## config.mk

```make
export PLATFORM = sky130hd
export DESIGN_NAME = spi_lerp
export DESIGN_NICKNAME = d
export VERILOG_FILES = /design/src/rtl/spi_pkg.sv /design/src/rtl/spi_lerp.sv
export SDC_FILE = /design/constraint.sdc
export NUM_CORES = 1
export LEC_CHECK = 0
export BUFFER_PORTS_ARGS = -buffer_cell sky130_fd_sc_hd__buf_4
export CORE_ASPECT_RATIO = 1.4
export CORE_MARGIN = 3
export CORE_UTILIZATION = 60
export CTS_CLUSTER_SIZE = 25
export DETAILED_ROUTE_END_ITERATION = 16
export HOLD_SLACK_MARGIN = 0.12
export PLACE_DENSITY_LB_ADDON = 0.15
export SLEW_MARGIN = 10
export SYNTH_ARGS = -nofsm -noshare
export SYNTH_HDL_FRONTEND = slang
export SYNTH_SLANG_ARGS = --single-unit
```

## constraint.sdc

```tcl
create_clock -name clk -period 7.7 [get_ports clk]
set_input_delay 0.385 -clock clk [delete_from_list [all_inputs] [get_ports clk]]
set_output_delay 0.385 -clock clk [all_outputs]
set_load 0.01 [all_outputs]
```

## src/rtl/spi_pkg.sv

```systemverilog
// ----------------------------------------------------------------------------
// Sampled position interpolator package
// Shared constants, codes and pipeline types.
// ----------------------------------------------------------------------------
package spi_pkg;

	localparam int MAX_SAMPLES = 1024;
	localparam int IDX_W       = $clog2(MAX_SAMPLES);
	localparam int FRAC_BITS   = 16;
	localparam int COUNT_W     = 11;
	localparam int RATE_W      = 10;
	localparam int DATA_W      = 32;
	localparam int PADDR_W     = 4;

	// Integer phase magnitude is split into nibbles for the modulo chain.
	localparam int STEP_BITS   = 4;
	localparam int MOD_STAGES  = 7;
	localparam int DVD_W       = STEP_BITS * MOD_STAGES;

	localparam logic [1:0] REG_COUNT = 2'd0;
	localparam logic [1:0] REG_RATE  = 2'd1;
	localparam logic [1:0] REG_START = 2'd2;
	localparam logic [1:0] REG_LOOP  = 2'd3;

	localparam logic OP_WRITE = 1'b0;
	localparam logic OP_EVAL  = 1'b1;

	localparam logic [1:0] ST_OK      = 2'd0;
	localparam logic [1:0] ST_NO_DATA = 2'd1;
	localparam logic [1:0] ST_RANGE   = 2'd2;
	localparam logic [1:0] ST_LAST    = 2'd3;

	typedef struct packed {
		logic                      op;
		logic [IDX_W-1:0]          widx;
		logic signed [DATA_W-1:0]  wx;
		logic signed [DATA_W-1:0]  wy;
		logic signed [DATA_W-1:0]  wz;
		logic [1:0]                stat;
		logic                      neg;
		logic [FRAC_BITS-1:0]      frac;
		logic [COUNT_W-1:0]        nidx;
	} pipe_t;

endpackage

```

## src/rtl/spi_lerp.sv

```systemverilog
// ----------------------------------------------------------------------------
// Linear interpolation
// Three stages: difference, scale by the fraction, add back the base sample.
// ----------------------------------------------------------------------------
module spi_lerp (
	input  logic                                clk,
	input  logic                                en,
	input  logic signed [spi_pkg::DATA_W-1:0]   a,
	input  logic signed [spi_pkg::DATA_W-1:0]   b,
	input  logic [spi_pkg::FRAC_BITS-1:0]       frac,
	output logic signed [spi_pkg::DATA_W-1:0]   res_s3
);
	import spi_pkg::*;

	localparam int PROD_W = DATA_W + 1 + FRAC_BITS + 1;

	logic signed [DATA_W:0]     d_s1;
	logic signed [DATA_W-1:0]   a_s1, a_s2;
	logic [FRAC_BITS-1:0]       frac_s1;
	logic signed [PROD_W-1:0]   p_s2;

	always_ff @(posedge clk) begin
		if (en) begin
			d_s1    <= $signed({b[DATA_W-1], b}) - $signed({a[DATA_W-1], a});
			a_s1    <= a;
			frac_s1 <= frac;
			p_s2    <= d_s1 * $signed({1'b0, frac_s1});
			a_s2    <= a_s1;
			// Only the low word of the sum survives, so the floor shift needs no sign bits.
			res_s3  <= a_s2 + $signed(p_s2[FRAC_BITS +: DATA_W]);
		end
	end

endmodule

```

# Word level (Yosys, flattened, before mapping)
# Cells that the tools add are included.
# word_totals
reg_bits	193
in_bits	82
out_inout_bits	32
elab_cells	9
# op_classes
addsub	2
multipliers	1
# ops
cell	n
multiplier 33 x 17 -> 48 bit	1
subtractor 32 x 32 -> 33 bit	1
adder 32 bit	1

# Logic depth before layout (Yosys ltp)
# logic_depth
word_depth	1
depth_mapped	25
mapped_depth_nobuf	24

# Worst setup path before layout
# No wires, ideal clock.
# synth_timing
path_type	register to register
start	register d_s1[32]
end	register p_s2[47], data pin
setup_ns	0.157
arrival_ns	5.918
required_ns	7.543
slack_ns	1.625
path_stages_with_launch	22
path_buffers	1
synth_period_minus_slack_ns	6.075
cell_sequence	edfxtp_1 clkbuf_1 nand2_1 fa_1 fa_1 inv_1 fa_1 fa_1 fa_1 inv_1 fa_1 inv_1 ha_1 a21oi_1 nand2_1 a21o_1 a21o_1 a21o_1 a21oi_1 nor2_1 a211o_1 nor3_1
# synth_between
elab_chain_len	1
# synth_lines
item	line	text
start: declaration	spi_lerp.sv:17	logic signed [DATA_W:0] d_s1;
start signal: assignment	spi_lerp.sv:24	d_s1 <= $signed({b[DATA_W-1], b}) - $signed({a[DATA_W-1], a});
multiplier 33 x 17 -> 48 bit	spi_lerp.sv:27	p_s2 <= d_s1 * $signed({1'b0, frac_s1});
end signal: assignment	spi_lerp.sv:27	
end: declaration	spi_lerp.sv:20	logic signed [PROD_W-1:0] p_s2;
# Every way passes these cells.
# A chain may end at the register's enable or synchronous reset.

# Worst setup path in the final report
# layout_timing
start	register frac_s1[3]
end	register p_s2[47], data pin
# layout_between
elab_chain_len	1
# layout_lines
item	line	text
start: declaration	spi_lerp.sv:19	logic [FRAC_BITS-1:0] frac_s1;
start signal: assignment	spi_lerp.sv:26	frac_s1 <= frac;
multiplier 33 x 17 -> 48 bit	spi_lerp.sv:27	
# Every way passes these cells.

==> results.yml <==
status:
  status: "complete, no violations"
yosys:
  async_flop_share_pct: 0
  yosys_warnings: 0
  synth_flop_cell: "edfxtp_1"
  syn_inst: 2600
  synth_seq_area_share_pct: 20.44
  postSynthAreaPerCell_sq_um: 10.00
  syn_nets: 3348
  synth_cell_types: 70
  synth-edff-count: 177
  synth_seq_cells: 177
  synth.cell_area_sq_um: 26000
layout:
  drive_above_1_share_pct: 7.380
  fin_nets: 3472
  antenna_cells: 0
  syn_to_final_growth_pct: 9.715
  final_cell_count_no_fill: 3283
route:
  ant_nets: 0
  via_count: 18150
  avgViaCountPerCell: 5.529
  drt_pre_antenna_iters: 5
  finalWirelength_um: 63590
  drc: 0
  wire_per_inst_um: 19.37
  drt-initial-drc-count: 1032
critical_path:
  start_kind: "register"
  cpLargestDelayFamily: "adder cells"
  end_kind: "register"
  r2r_cells: 21
  cp.depth: 21
  crit_path_start: "frac_s1[3]$_DFFE_PP_"
  crit_buf_inv: 4
  crit_top_cell: "fa_1"
  crit_path_top_delay_cell: "edfxtp_1"
  worstPathMaxFanout: 21
  reg2reg_setup_slack_ns: 0.55
  critical_path_required_ns: 7.99
  slowest_delay_ns: 0.83
  cp_cell_sequence: "buf_4, nand2_1, fa_1, fa_1, inv_1, fa_1, fa_1, fa_1, inv_1, fa_1, inv_1, ha_1, a21oi_1, nand2_1, a21o_1, a21o_1, a21o_1, a21oi_1, nor2_1, a211o_1, nor3_1"
  r2r_start: "frac_s1[3]$_DFFE_PP_"
  crit_arrival_ns: 7.44
  criticalPathCategory: "register to register"
  r2r-end: "p_s2[47]$_DFFE_PP_"
clock_tree:
  clk_latency_ns: 0.48
  post_cts_buffers: 0
  cts_root_buffer: "clkbuf_16"
  tritoncts: "done"
  cts.htree.levels: 4
  cts_buffers: 17
  cts.sink_count: 177
  clk_path_buf_depth: 2
  clkTransAtPathRegs_ns: 0.10
timing:
  fin_hold_ws_ns: 0.3758
  finalSetupViolCount: 0
  min_period_ns: 7.152
  max_freq_mhz: 139.8
  fin_crit_sh_pct: 92.88
  finalHoldViolCount: 0
  finalSetupTns_ns: 0
  slew_headroom_pct: 34.63
  fin_ws_ns: 0.5483
  rsz0062_at_grt: "false"
  skew_ns: 0.02570
  final_max_slew_viol_count: 0
  worst_pin_slew_ns: 0.9805
worst_hold_path:
  min_from: "b[0]"
  worst_hold_path_type: "primary input to register"
  holdPathStages: 4
  holdPathEnd: "d_s1[0]$_DFFE_PP_"
floorplan:
  row_count: 89
  boundaryPins: 114
  fp.dieH_um: 252.3
  die_width_um: 181.9
  coreArea_sq_um: 42540
  start_util_pct: 61.13
  dieArea_sq_um: 45910
global_routing:
  antenna_found_initial: 0
  grt_pass1_wl_um: 104200
  grt_pass1_vias: 20360
  grt.total_usage_pct: 29.11
  grt_overflow: 0
  grt_max_degree: 71
flow_run:
  maxCapViolCount: 0
placement:
  dp_cells: 3203
  io_buffers: 113
  dpl_worst_slack_ns: 0.6099
  dp_hpwl_um: 51640
  place_congestion: 0.9373
-- cells by family after synthesis --
group / Yosys count / synth area share (%)
AND/OR/NAND/NOR: 714 / 13.41
AO/OA/AOI/OAI: 254 / 6.665
flip-flops: 177 / 20.44
XOR/XNOR: 97 / 3.267
buffers and inverters: 692 / 9.994
adder cells (fa/ha/maj): 666 / 46.22
-- state kept, by name, summed over array words and instances, names as in the netlist --
signal / count
d_s1: 33
a_s1: 32
a_s2: 32
p_s2: 32
res_s3: 32
frac_s1: 16
-- layout by cell type, fill, tap and decap left out, drive strengths merged, types with 3 or more instances in the layout --
cell type,count
and4,3
edfxtp,177
o21a,13
a41oi,3
dlygate4sd3,48
nand3,17
a211o,4
nor2,46
or3,6
a21boi,3
o211ai,3
inv,613
nor3,25
ha,175
nand4,10
a31oi,6
or2,3
buf,141
xnor2,68
xor2,29
o31ai,9
a21oi,74
o21bai,12
nor2b,10
clkinv,8
o21ai,49
a211oi,16
nor4,3
clkbuf,18
a21o,38
nand2,336
fa,491
and2,235
nand2b,4
a221oi,3
and3,12
-- metal layers --
layer / wire (um) / track usage [%] / vias up
li1: - / - / 8204
met2: 35430 / 54.90 / 494
met3: 2981 / 4.089 / 146
met5: 0 / 0 / -
met1: 22730 / 33.17 / 9307
met4: 2442 / 11.37 / 0
-- worst max path at each step --
stage	endpoint	slack, ns
2_1_floorplan	p_s2[47]$_DFFE_PP_	1.62
3_3_place_gp	p_s2[47]$_DFFE_PP_	0.80
3_5_place_dp	p_s2[47]$_DFFE_PP_	0.61
4_1_cts	p_s2[47]$_DFFE_PP_	0.56
5_1_grt	p_s2[47]$_DFFE_PP_	0.13
6_report	p_s2[47]$_DFFE_PP_	0.55
-- stage by stage --
stage               instance area (sq um)  utilization [%]
floorplan                           26000                -
global placement                    27440            64.50
detailed placement                  27440            64.50
CTS                                 28530            67.07
global route                        28530            67.07
finish                              28530            67.07
-- layout make-up --
type	instances	area, sq um
Sequential cell	177	5315
Fill cell	3342	14010
Clock inverter	15	185.2
Clock buffer	17	425.4
Inverter	607	2278
Multi-Input combinational cell	1731	18090
Timing Repair Buffer	190	1553
Tap cell	546	683.2
-- synth_stat cells, drive strengths merged, types with 38 or more instances --
library cell | count | area, sq um
nor2 | 46 | 172.7
a21o | 38 | 287.8
ha | 175 | 2190
edfxtp | 177 | 5315
clkbuf | 84 | 315.3
xnor2 | 68 | 595.6
o21ai | 49 | 245.2
fa | 491 | 9829
a21oi | 74 | 381.6
nand2 | 336 | 1269
inv | 607 | 2278
and2 | 235 | 1470
-- repair_timing --
| action | 4_1_cts | 5_1_grt |
|---|---|---|
| resized for setup | 0 | 0 |
| hold buffers | 48 | 0 |
| hold endpoints to repair | 48 | 0 |
-- worst reg2reg max path: cells and delay by family (launching register included) --
kind	cells	cell delay, ns
AO/OA/AOI/OAI	6	1.33
flip-flops	1	0.83
buffers and inverters	4	0.65
AND/OR/NAND/NOR	4	0.45
adder cells (fa/ha/maj)	7	3.72
Power is not shown: default switching activity piles up to over one toggle a cycle in this logic, so the estimate is an artifact.
