--- config.mk ---
export PLATFORM = sky130hd
export DESIGN_NAME = spi_mod_step
export DESIGN_NICKNAME = d
export VERILOG_FILES = /design/src/rtl/spi_pkg.sv /design/src/rtl/spi_mod_step.sv
export SDC_FILE = /design/constraint.sdc
export NUM_CORES = 1
export LEC_CHECK = 0
export ABC_AREA = 1
export BUFFER_PORTS_ARGS = -buffer_cell sky130_fd_sc_hd__buf_2
export CAP_MARGIN = 20
export CORE_MARGIN = 1.5
export CORE_UTILIZATION = 57
export CTS_BUF_LIST = sky130_fd_sc_hd__clkbuf_4 sky130_fd_sc_hd__clkbuf_8
export DETAILED_ROUTE_END_ITERATION = 8
export PLACE_DENSITY = 0.84
export SYNTH_ARGS = -nofsm -noshare
export SYNTH_HDL_FRONTEND = slang
export SYNTH_SLANG_ARGS = --single-unit
--- constraint.sdc ---
create_clock -name clk -period 7.8 [get_ports clk]
set_input_delay 0.39 -clock clk [delete_from_list [all_inputs] [get_ports clk]]
set_output_delay 0.39 -clock clk [all_outputs]
set_load 0.05 [all_outputs]
--- src/rtl/spi_pkg.sv ---
// ----------------------------------------------------------------------------
// Sampled position interpolator package
// Shared constants, codes and pipeline types.
// ----------------------------------------------------------------------------
package spi_pkg;

	localparam int MAX_SAMPLES = 1024;
	localparam int IDX_W       = $clog2(MAX_SAMPLES);
	localparam int FRAC_BITS   = 16;
	localparam int COUNT_W     = 11;
	localparam int RATE_W      = 10;
	localparam int DATA_W      = 32;
	localparam int PADDR_W     = 4;

	// Integer phase magnitude is split into nibbles for the modulo chain.
	localparam int STEP_BITS   = 4;
	localparam int MOD_STAGES  = 7;
	localparam int DVD_W       = STEP_BITS * MOD_STAGES;

	localparam logic [1:0] REG_COUNT = 2'd0;
	localparam logic [1:0] REG_RATE  = 2'd1;
	localparam logic [1:0] REG_START = 2'd2;
	localparam logic [1:0] REG_LOOP  = 2'd3;

	localparam logic OP_WRITE = 1'b0;
	localparam logic OP_EVAL  = 1'b1;

	localparam logic [1:0] ST_OK      = 2'd0;
	localparam logic [1:0] ST_NO_DATA = 2'd1;
	localparam logic [1:0] ST_RANGE   = 2'd2;
	localparam logic [1:0] ST_LAST    = 2'd3;

	typedef struct packed {
		logic                      op;
		logic [IDX_W-1:0]          widx;
		logic signed [DATA_W-1:0]  wx;
		logic signed [DATA_W-1:0]  wy;
		logic signed [DATA_W-1:0]  wz;
		logic [1:0]                stat;
		logic                      neg;
		logic [FRAC_BITS-1:0]      frac;
		logic [COUNT_W-1:0]        nidx;
	} pipe_t;

endpackage

--- src/rtl/spi_mod_step.sv ---
// ----------------------------------------------------------------------------
// Modulo step
// One registered stage of a restoring remainder, a nibble of dividend a stage.
// ----------------------------------------------------------------------------
module spi_mod_step (
	input  logic                          clk,
	input  logic                          en,
	input  logic [spi_pkg::COUNT_W-1:0]   divisor,
	input  logic [spi_pkg::COUNT_W-1:0]   rem_in,
	input  logic [spi_pkg::DVD_W-1:0]     dvd_in,
	output logic [spi_pkg::COUNT_W-1:0]   rem_s1,
	output logic [spi_pkg::DVD_W-1:0]     dvd_s1
);
	import spi_pkg::*;

	logic [COUNT_W-1:0] rem_nx;
	logic [DVD_W-1:0]   dvd_nx;

	always_comb begin
		logic [COUNT_W:0] r;
		rem_nx = rem_in;
		dvd_nx = dvd_in;
		for (int i = 0; i < STEP_BITS; i++) begin
			r = {rem_nx, dvd_nx[DVD_W-1]};
			dvd_nx = {dvd_nx[DVD_W-2:0], 1'b0};
			if (r >= {1'b0, divisor}) begin
				r = r - {1'b0, divisor};
			end
			rem_nx = r[COUNT_W-1:0];
		end
	end

	always_ff @(posedge clk) begin
		if (en) begin
			rem_s1 <= rem_nx;
			dvd_s1 <= dvd_nx;
		end
	end

endmodule

Word-level counts from Yosys, hierarchy flattened
Cells that the tools add are included.
Widths: inputs -> output; s select.
- register bits: 35
- output and inout port bits: 39
- logic and storage cells: 14
- add/subtract/negate cells: 4
- order comparisons: 4
- muxes and demuxes: 4
- operator list (cell ; number):
    $ge 12x11->1 ; 4
    $mux 11 ; 4
    $sub 11x11->11 ; 4

Depth between registers and ports, before layout
- depth after elaboration: 8
- gate-level depth with buffers: 47
- depth with buffers taken out: 44

Least setup slack after synthesis
No wires, ideal clock.
- path kind: input to register
- start point: in dvd_in[27] (netlist name)
- end point: reg rem_s1[0] (netlist name), data pin
- setup time: 253 ps
- arrival time: 6224 ps
- required time: 7547 ps
- setup slack: 1323 ps
- stages: 44
- cells stage by stage: inv_1 ha_1 fa_1 inv_1 nand3_1 nand3_1 nand3_1 nand2_2 inv_2 buf_4 nand2_1 o21ai_1 ha_1 a21oi_1 o21ai_1 nand2_1 nand4_1 nand2_2 [... 8 more ...] o2111ai_1 a21oi_1 nand2_2 nor2_4 buf_6 nand2_2 nand2_2 inv_1 fa_1 o21ai_0 a21oi_1 o21ai_0 nand2_1 nand3_1 a21oi_2 clkbuf_4 nand3_1 nand2_1
- word-level cells in the longest chain between the ends: 8
- elaborated cells between the ends (all ways): 11
- ends and longest elaborated chain (item ; RTL line ; RTL):
    start: declaration ; spi_mod_step.sv:10 ; input logic [spi_pkg::DVD_W-1:0] dvd_in,
    $sub 11x11->11 / $ge 12x11->1 (equally long branches) ; spi_mod_step.sv:27, spi_mod_step.sv:26 ;
    $mux 11 (*) ; spi_mod_step.sv:26 ; if (r >= {1'b0, divisor}) begin
    $sub 11x11->11 / $ge 12x11->1 (equally long branches) ; spi_mod_step.sv:27, spi_mod_step.sv:26 ;
    $mux 11 (*) ; spi_mod_step.sv:26 ;
    $sub 11x11->11 / $ge 12x11->1 (equally long branches) ; spi_mod_step.sv:27, spi_mod_step.sv:26 ;
    $mux 11 (*) ; spi_mod_step.sv:26 ;
    $ge 12x11->1 (*) ; spi_mod_step.sv:26 ;
    $mux 11 (*) ; spi_mod_step.sv:26 ;
    named net rem_nx[0] ; spi_mod_step.sv:16 ; logic [COUNT_W-1:0] rem_nx;
    end signal: assignment ; spi_mod_step.sv:35 ; rem_s1 <= rem_nx;
    end: declaration ; spi_mod_step.sv:11 ; output logic [spi_pkg::COUNT_W-1:0] rem_s1,
The timed path passes the listed nets; every way through them passes the cells marked *.
A chain may end at the register's enable or synchronous reset.

Worst setup path after layout
- start point: in divisor[0] (netlist name)
- end point: reg rem_s1[6] (netlist name), data pin
- word-level cells in the longest chain between the ends: 8
- elaborated cells between the ends (all ways): 12
- ends and longest elaborated chain (item ; RTL line ; RTL):
    start: declaration ; spi_mod_step.sv:8 ; input logic [spi_pkg::COUNT_W-1:0] divisor,
    $sub 11x11->11 / $ge 12x11->1 (equally long branches) ; spi_mod_step.sv:27, spi_mod_step.sv:26 ;
    $mux 11 ; spi_mod_step.sv:26 ;
    $sub 11x11->11 / $ge 12x11->1 (equally long branches) ; spi_mod_step.sv:27, spi_mod_step.sv:26 ;
    $mux 11 ; spi_mod_step.sv:26 ;
    $sub 11x11->11 / $ge 12x11->1 (equally long branches) ; spi_mod_step.sv:27, spi_mod_step.sv:26 ;
    $mux 11 ; spi_mod_step.sv:26 ;
    $sub 11x11->11 / $ge 12x11->1 (equally long branches) ; spi_mod_step.sv:27, spi_mod_step.sv:26 ;
    $mux 11 (*) ; spi_mod_step.sv:26 ;
    named net rem_nx[6] ; spi_mod_step.sv:16 ;
Marked as above.

==> metrics.txt <==
# TYPE chip_impl_metric gauge
chip_impl_metric{name="slowest_delay",unit="ps"} 400
chip_impl_metric{name="synthesized_flop_and_latch_total",unit=""} 35
chip_impl_metric{name="grt.overflow.total",unit=""} 0
chip_impl_metric{name="postCtsSetupRepairBufs",unit=""} 0
chip_impl_metric{name="powerDensity",unit="nW/um2"} 434
chip_impl_metric{name="fillerInstances",unit=""} 554
chip_impl_metric{name="synth_area_per_cell",unit="um2"} 7.40
chip_impl_metric{name="cp_data_arrival_time",unit="ps"} 7180
chip_impl_info{name="mostFrequentLayoutCells",value="nand2_1, buf_2, inv_1"} 1
chip_impl_metric{name="tns",unit="ps"} 0
chip_impl_metric{name="dr.pass1.iters",unit=""} 5
chip_impl_metric{name="drt_iter0_drc",unit=""} 349
chip_impl_info{name="root_buffer",value="clkbuf_8"} 1
chip_impl_metric{name="clock_path_buffers",unit=""} 2
chip_impl_metric{name="globalRouteMet1Util",unit="%"} 35.5
chip_impl_metric{name="drt.antenna.violating_nets",unit=""} 0
chip_impl_metric{name="layout-area-overhead-vs-synth",unit="%"} 13.9
chip_impl_metric{name="min_period_over_period",unit="%"} 91.6
chip_impl_metric{name="num_antenna_cells",unit=""} 0
chip_impl_metric{name="first_global_vias",unit=""} 3676
chip_impl_metric{name="die_outline_area",unit="um2"} 7400
chip_impl_info{name="setup.worst_path.class",value="primary input to register"} 1
chip_impl_metric{name="crit_fanout",unit=""} 14
chip_impl_metric{name="grt_max_degree",unit=""} 36
chip_impl_metric{name="io-pin-count",unit=""} 91
chip_impl_metric{name="final_critical_path_setup_slack",unit="ps"} 655
chip_impl_metric{name="total_leakage_power",unit="uW"} 0.00233
chip_impl_info{name="worst_path_most_repeated_cell",value="nand2_1"} 1
chip_impl_metric{name="groute.usage.overall",unit="%"} 29.5
chip_impl_info{name="min-delay-path-class",value="primary input to register"} 1
chip_impl_metric{name="design.final.nets",unit=""} 715
chip_impl_info{name="run_status",value="complete, no violations"} 1
chip_impl_metric{name="yosysWarnings",unit=""} 0
chip_impl_metric{name="seq_area_frac_synth",unit="%"} 26.7
chip_impl_metric{name="min_period",unit="ps"} 7140
chip_impl_metric{name="synth_edf_count",unit=""} 35
chip_impl_info{name="endpoint_kind",value="register"} 1
chip_impl_metric{name="vias",unit=""} 3957
chip_impl_metric{name="postSynthCellCount",unit=""} 531
chip_impl_metric{name="final-seq-area",unit="um2"} 1050
chip_impl_metric{name="drt-vias-per-instance",unit=""} 5.69
chip_impl_info{name="most_common_library_cell_in_the_layout_ignoring_fill_and_taps",value="nand2_1"} 1
chip_impl_metric{name="place_ws",unit="ps"} 435
chip_impl_metric{name="tightestPinTransition",unit="ps"} 746
chip_impl_metric{name="post_dr_wirelength_cell",unit="um"} 15.5
chip_impl_metric{name="synthArstFlopShare",unit="%"} 0
chip_impl_metric{name="globalRouteMet2Util",unit="%"} 53.7
chip_impl_metric{name="number_of_unique_standard_cell_types_used_by_synthesis",unit=""} 37
chip_impl_info{name="synthDominantAreaCellType",value="edfxtp_1"} 1
chip_impl_info{name="biggest_area_contributors_in_the_synthesized_netlist",value="edfxtp_1, nand2_1, ha_1"} 1
chip_impl_info{name="crit_start",value="divisor[0]"} 1
chip_impl_info{name="setup.worst_path.start_class",value="primary input"} 1
chip_impl_metric{name="grt_antenna_before_repair",unit=""} 0
chip_impl_metric{name="multi_input_comb_area",unit="um2"} 2560
chip_impl_metric{name="chipHeight",unit="um"} 86.0
chip_impl_metric{name="layout_cells_sized_above_1",unit="%"} 22.9
chip_impl_info{name="grt_setup_unrepaired",value="false"} 1
chip_impl_metric{name="ir_worst_vdd",unit="mV"} 0.165
chip_impl_metric{name="cts-buffers-inserted",unit=""} 5
chip_impl_info{name="synth_flop_cell",value="edfxtp_1"} 1
chip_impl_metric{name="synth_top_area_share",unit="%"} 26.7
chip_impl_metric{name="hold_violations",unit=""} 0
chip_impl_metric{name="finalWirelength",unit="mm"} 10.8
chip_impl_metric{name="remaining_drc_errors",unit=""} 0
chip_impl_metric{name="dieWidth",unit="um"} 86.0
chip_impl_metric{name="finalWeightedCongestion",unit=""} 1.00
chip_impl_metric{name="finalSetupViolations",unit=""} 0
chip_impl_metric{name="max_clock_freq",unit="GHz"} 0.140
chip_impl_info{name="tritoncts_clock_tree",value="done"} 1
chip_impl_metric{name="clock_sink_count",unit=""} 35
chip_impl_metric{name="grt_first_pass_wirelength",unit="mm"} 17.3
chip_impl_metric{name="final_slew_violations",unit=""} 0
chip_impl_metric{name="global_route.usage.met3",unit="%"} 3.27
chip_impl_info{name="critical-path-slowest-cell",value="fa_1"} 1
chip_impl_metric{name="detailedPlacementHpwl",unit="mm"} 8.44
chip_impl_metric{name="relSlewSlack",unit="%"} 50.2
chip_impl_metric{name="rows",unit=""} 30
chip_impl_metric{name="layoutNonFillerInstCount",unit=""} 696
chip_impl_metric{name="design.core.area",unit="um2"} 6720
chip_impl_metric{name="cts.htree.levels",unit=""} 2
chip_impl_info{name="global_route_hottest_layer",value="met2"} 1
chip_impl_metric{name="cts.reportedPaths.clkPinSlew",unit="ps"} 70
chip_impl_metric{name="worst_ep_required_time",unit="ps"} 7840
chip_impl_metric{name="post-place-cells",unit=""} 688
chip_impl_metric{name="port-buffer-count",unit=""} 86
chip_impl_metric{name="drv.max_cap_violation_count",unit=""} 0
chip_impl_metric{name="synth.cell_area",unit="um2"} 3930
chip_impl_metric{name="floorplan.initialDensity",unit="%"} 58.5
chip_impl_info{name="worst_hold_startpoint",value="dvd_in[15]"} 1
[Yosys cell counts (2+ instances only)]
library cell	n
nand2_1	155
inv_1	60
ha_1	44
nand3_1	36
edfxtp_1	35
a21oi_1	29
nor2_1	28
nand2_2	27
xor2_1	21
nand4_1	17
xnor2_1	10
o21ai_0	9
buf_4	6
o21ai_1	6
inv_2	5
fa_1	4
nand3b_1	4
a21oi_2	3
buf_2	3
nand3_2	3
nor3_1	3
o2111ai_1	3
a31oi_1	2
buf_6	2
nand3_4	2
nor2_2	2
nor2_4	2
[cell families (layout without fill, tap and decap cells)]
kind of cell | count (synthesis) | in the layout | synth area share, %
simple gates | 281 | 281 | 33.2
buf+inv | 77 | 159 | 8.50
compound gates | 58 | 58 | 8.53
fa+ha+maj | 48 | 48 | 16.0
flops | 35 | 35 | 26.7
xor+xnor | 31 | 31 | 6.91
other cells | 1 | 4 | 0.0954
[per-stage QoR]
step	area (um2)	hold slack [ps]	utilization, %	total power [uW]
final	4480	271	66.6	1940
after global routing	4480	260	66.6	2090
after CTS	4470	266	66.5	1890
after detailed placement	4380	568	65.2	1730
after global placement	4380	567	65.2	1690
after floorplan	3940	489	-	1480
[layout make-up]
cell class	instances	share of cell area [%]
Sequential cell	35	23.5
Clock inverter	2	0.279
Clock buffer	6	1.70
Inverter	65	5.45
Timing Repair Buffer	86	9.61
Tap cell	80	2.24
Multi-Input combinational cell	422	57.3
[sequential cells by signal, summed over array words and instances (netlist names)]
signal	flops
dvd_s1	24
rem_s1	11
[final timing paths]
check | end | slack (ps) | depth (start not counted)
max | rem_s1[6] | 660 | 40
min | dvd_s1[19] | 270 | 1
[repair_timing]
item / CTS / global route
gates resized for setup: 0 / 2
hold buffers: 0 / 0
endpoints found under the setup margin: 0 / 4
[critical path, delay by kind of cell]
kind | cells | cell delay (ps)
AO/OA/AOI/OAI | 10 | 1870
AND/OR/NAND/NOR | 21 | 2740
adder cells (fa/ha/maj) | 5 | 1670
buffers and inverters | 4 | 500
[power breakdown]
group / leakage (uW) / total, uW / internal, uW / switching (uW)
clock network: 0.0000446 / 134 / 65.9 / 67.9
logic: 0.00195 / 1500 / 485 / 1020
registers: 0.000342 / 308 / 298 / 9.95
total: 0.00233 / 1940 / 850 / 1090
[per-layer routing]
layer / vias up / share of wire (%)
met3: 35 / 7.3
met5: - / 0
met4: 0 / 3.7
li1: 1923 / -
met1: 1791 / 39
met2: 208 / 50
Note: power is estimated with default switching activity, not from simulation.
